===== src/sv/lfba_pkg.sv =====
// Shared constants, types and helpers of the lowest free block allocator.
`default_nettype none
package lfba_pkg;

  localparam int BLOCK_COUNT = 4096;
  localparam int WORD_BITS   = 64;
  localparam int MAP_WORDS   = BLOCK_COUNT / WORD_BITS;
  localparam int BIT_IDX_W   = $clog2(WORD_BITS);
  localparam int WORD_IDX_W  = $clog2(MAP_WORDS);
  localparam int BLK_W       = 16;
  localparam int GRANT_W     = 12;

  localparam logic OP_ALLOC = 1'b0;
  localparam logic OP_FREE  = 1'b1;

  typedef logic [WORD_BITS-1:0] map_word_t;

  // Commands from the controller to the datapath.
  typedef struct packed {
    logic accept;    // latch the incoming item
    logic find;      // pick the lowest nonempty word from the summary
    logic rd_free;   // read the word addressed by the freed block
    logic rd_alloc;  // read the word picked by the summary search
    logic wr_free;   // set the freed bit and write back
    logic wr_alloc;  // clear the lowest bit, write back, load the result
  } ctrl_cmd_t;

  // Status from the datapath to the controller.
  typedef struct packed {
    logic req_op;    // op field of the offered item
    logic out_free;  // result register can take a new item this cycle
  } dp_sts_t;

  // Position of the lowest set bit; zero for an all-zero word.
  function automatic logic [BIT_IDX_W-1:0] lowest_one(input map_word_t w);
    map_word_t             iso;
    logic [BIT_IDX_W-1:0]  idx;
    iso = w & (~w + map_word_t'(1));
    idx = '0;
    for (int i = 0; i < WORD_BITS; i++) begin
      if (iso[i]) begin
        idx = idx | BIT_IDX_W'(i);
      end
    end
    return idx;
  endfunction

endpackage
`default_nettype wire


===== src/sv/lfba_ctrl.sv =====
// Controller state machine of the allocator.
`default_nettype none
module lfba_ctrl (
  input  wire logic                 clk_i,
  input  wire logic                 rst_ni,
  input  wire logic                 req_valid_i,
  output logic                      req_ready_o,
  input  wire lfba_pkg::dp_sts_t    sts_i,
  output lfba_pkg::ctrl_cmd_t       cmd_o
);

  localparam logic [2:0] S_IDLE  = 3'd0;
  localparam logic [2:0] S_FRD   = 3'd1;
  localparam logic [2:0] S_FWR   = 3'd2;
  localparam logic [2:0] S_AFIND = 3'd3;
  localparam logic [2:0] S_ARD   = 3'd4;
  localparam logic [2:0] S_AWR   = 3'd5;

  logic [2:0] state_q, state_d;

  always_comb begin
    state_d     = state_q;
    cmd_o       = '0;
    req_ready_o = 1'b0;
    case (state_q)
      S_IDLE: begin
        req_ready_o = 1'b1;
        if (req_valid_i) begin
          cmd_o.accept = 1'b1;
          state_d = (sts_i.req_op == lfba_pkg::OP_FREE) ? S_FRD : S_AFIND;
        end
      end
      S_FRD: begin
        cmd_o.rd_free = 1'b1;
        state_d = S_FWR;
      end
      S_FWR: begin
        cmd_o.wr_free = 1'b1;
        state_d = S_IDLE;
      end
      S_AFIND: begin
        cmd_o.find = 1'b1;
        state_d = S_ARD;
      end
      S_ARD: begin
        cmd_o.rd_alloc = 1'b1;
        state_d = S_AWR;
      end
      S_AWR: begin
        // hold until the result register can take the item
        if (sts_i.out_free) begin
          cmd_o.wr_alloc = 1'b1;
          state_d = S_IDLE;
        end
      end
      default: begin
        state_d = S_IDLE;
      end
    endcase
  end

  always_ff @(posedge clk_i or negedge rst_ni) begin
    if (!rst_ni) begin
      state_q <= S_IDLE;
    end else begin
      state_q <= state_d;
    end
  end

endmodule
`default_nettype wire


===== config.mk =====
export PLATFORM = sky130hd
export DESIGN_NAME = lfba_ctrl
export DESIGN_NICKNAME = d
export VERILOG_FILES = /design/src/sv/lfba_pkg.sv /design/src/sv/lfba_ctrl.sv
export SDC_FILE = /design/constraint.sdc
export NUM_CORES = 1
export LEC_CHECK = 0
export ABC_AREA = 1
export BUFFER_PORTS_ARGS = -buffer_cell sky130_fd_sc_hd__buf_2
export CAP_MARGIN = 25
export CELL_PAD_IN_SITES_DETAIL_PLACEMENT = 0
export CELL_PAD_IN_SITES_GLOBAL_PLACEMENT = 1
export CORE_AREA = 2 2 39 41
export DETAILED_ROUTE_END_ITERATION = 8
export DIE_AREA = 0 0 41 43
export PLACE_DENSITY_LB_ADDON = 0.1
export SYNTH_ARGS = -nofsm -noshare
export SYNTH_HDL_FRONTEND = slang
export SYNTH_SLANG_ARGS = --single-unit

===== constraint.sdc =====
create_clock -name clk_i -period 2.3 [get_ports clk_i]
set_input_delay 0.345 -clock clk_i [delete_from_list [all_inputs] [get_ports clk_i]]
set_output_delay 0.345 -clock clk_i [all_outputs]
set_load 0.02 [all_outputs]

==> impl_metrics.env <==
export IMPL_numPortBuffers=11
export IMPL_synth_most_common_cell="inv_1"
export IMPL_cts_setup_buffers=0
export IMPL_cp_required_ns=1.96
export IMPL_synth_distinct_cells=11
export IMPL_rsz0062_at_grt="no"
export IMPL_largest_register="state_q"
export IMPL_cts_made_buffers=3
export IMPL_power_density_nw_per_um2=1340
export IMPL_synth_cells=29
export IMPL_hold_viol_final=0
export IMPL_ant_nets=0
export IMPL_slew_headroom_pct=83.1
export IMPL_min_period_ns=1.59
export IMPL_routedWlPerCell_um=8.23
export IMPL_finalClockSkew_ns=0.00203
export IMPL_initial_utilization_pct=14.7
export IMPL_maxCapViolCount=0
export IMPL_routed_wl_um=502
export IMPL_die_x_um=41
export IMPL_fp_dieH_um=43
export IMPL_syn2layout_area_growth_pct=54.6
export IMPL_p_leak_nw=0.194
export IMPL_max_freq_ghz=0.629
export IMPL_synth_seq_cells=3
export IMPL_drt_iter0_markers=3
export IMPL_vias_per_cell=3.85
export IMPL_antenna_found_initial=0
export IMPL_clock_sinks=3
export IMPL_synthArstFlopShare_pct=100
export IMPL_grt_ovfl_total=0
export IMPL_clk_latency_ns=0.23
export IMPL_cp_end_kind="output pin"
export IMPL_hold_class="in2reg"
export IMPL_cp_data_arrival_time_ns=1.24
export IMPL_setup_ws_ns=0.711
export IMPL_dpl_hpwl_um=418
export IMPL_synth_edf_count=0
export IMPL_synthTopCellsByCount="7 x inv_1, 4 x nand2_1"
export IMPL_drc=0
export IMPL_post_cts_resized=0
export IMPL_tns_ns=0
export IMPL_syn_num_nets=34
export IMPL_grt_pass1_wl_um=855
export IMPL_synth_flop_cell="dfrtp_1"
export IMPL_row_count=14
export IMPL_h_tree_depth=1
export IMPL_via_count=235
export IMPL_status="complete, no violations"
export IMPL_final_setup_viol_count=0
export IMPL_antenna_cells=0
export IMPL_post_route_util_pct=22.8
export IMPL_synth_top_cells_by_area="dfrtp_1 37%, inv_1 13%, nand3_1 7.4%"
export IMPL_grt_pass1_vias=208
export IMPL_cts_root_buf="clkbuf_4"
export IMPL_slew_violations=0
export IMPL_clkTransAtPathRegs_ns=0.03
export IMPL_gr_usage_all_layers_pct=7.65
export IMPL_syn_area_per_cell_um2=7.03
export IMPL_worstPathMaxFanout=7
export IMPL_io_pins=12
export IMPL_drive_gt1_share_pct=42.2
export IMPL_yosys_area_top_type_share_pct=36.8
export IMPL_dp_slack_ns=0.927
export IMPL_cp_start_kind="register"
export IMPL_timing_final_crit_share_pct=69.1
export IMPL_nFillCells=172
export IMPL_dieArea_um2=1760
export IMPL_clockBufferDepth=2
export IMPL_critPathKind="reg2out"
export IMPL_drt_pass1_iter_count=2
export IMPL_yosys_warnings=0
export IMPL_finalNetCount=51
export IMPL_fp_coreArea_um2=1380
export IMPL_gp_congestion=0.637
export IMPL_synth_area_um2=204
export IMPL_placedCellCount=56
export IMPL_timing_hold_ws_ns=0.392
export IMPL_grt_max_degree=8
export IMPL_cts_tree="done"
export IMPL_ys_seq_area_share_pct=36.8
export IMPL_reg_top3="state_q (3)"
export IMPL_ir_worst_vdd_mv=0.276
export IMPL_stdcell_count=61
export IMPL_postCtsHoldBufs=1
export IMPL_synth_top_area_cell="dfrtp_1"
export IMPL_largest_reg_flops=3
export IMPL_tightest_slew_ns=0.253
[metal layers]
layer,part of all wire (%),GRT usage [%],vias to the layer above
li1,-,-,121
met1,40,9.09,107
met2,50,9.06,7
met3,9.4,5.24,0
met4,0,6.00,0
met5,0,0,-
[cells in the final DEF, fill, tap and decap left out]
cell and instances:
buf_2 11, clkbuf_1 1, clkbuf_4 3, dfrtp_1 3, dlygate4sd3_1 1, inv_1 7
nand2_1 4, nand2_2 2, nand3_1 3, nand3_2 1, nand3b_1 1, nor2_1 3
nor2_2 1, nor3_1 3, nor3_2 1
[logic make-up after synthesis]
kind of cell,Yosys count,share of synthesized area (%)
simple gates,19,50.3
buf+inv,7,12.9
flops,3,36.8
[per-stage QoR]
| step | power [W] | instance area (µm²) |
|---|---|---|
| after floorplan | 0.000265 | 204 |
| after CTS | 0.000434 | 315 |
| after global placement | 0.000336 | 279 |
| after detailed placement | 0.000336 | 279 |
| final | 0.000423 | 315 |
| after global routing | 0.000469 | 315 |
[critical path, stage by stage (launching register included)]
cell     delay (ns)
dfrtp_1        0.45
nor2_1         0.21
nand2_1        0.10
nor2_1         0.09
buf_2          0.16
[report_power, final]
| part | total (W) | switching (W) | internal [W] |
|---|---|---|---|
| clock network | 0.0000912 | 0.0000263 | 0.0000649 |
| registers | 0.000116 | 0.0000403 | 0.0000759 |
| logic | 0.000215 | 0.000140 | 0.0000756 |
| total | 0.000423 | 0.000206 | 0.000216 |
[layout make-up]
class / count / area [µm²] / share of cell area, %
sequential: 3 / 75.1 / 23.8
tap: 16 / 20.0 / 6.35
multi-input combinational: 19 / 103 / 32.5
inverter: 7 / 26.3 / 8.33
timing repair buffer: 12 / 65.1 / 20.6
clock buffer: 4 / 26.3 / 8.33
[path summary, 6_finish.rpt]
path,from,end,slack (ns),depth (start not counted)
worst min register to register,state_q[0],state_q[2],0.72,2
worst max-delay path,state_q[1],cmd_o[5],0.71,4
min in group asynchronous,rst_ni,state_q[2],0.44,2
worst min-delay path,sts_i[1],state_q[1],0.39,4
max in group asynchronous,rst_ni,state_q[1],1.76,2
worst max register to register,state_q[1],state_q[0],1.28,4
No activity file was read; power rests on OpenSTA's default activity.
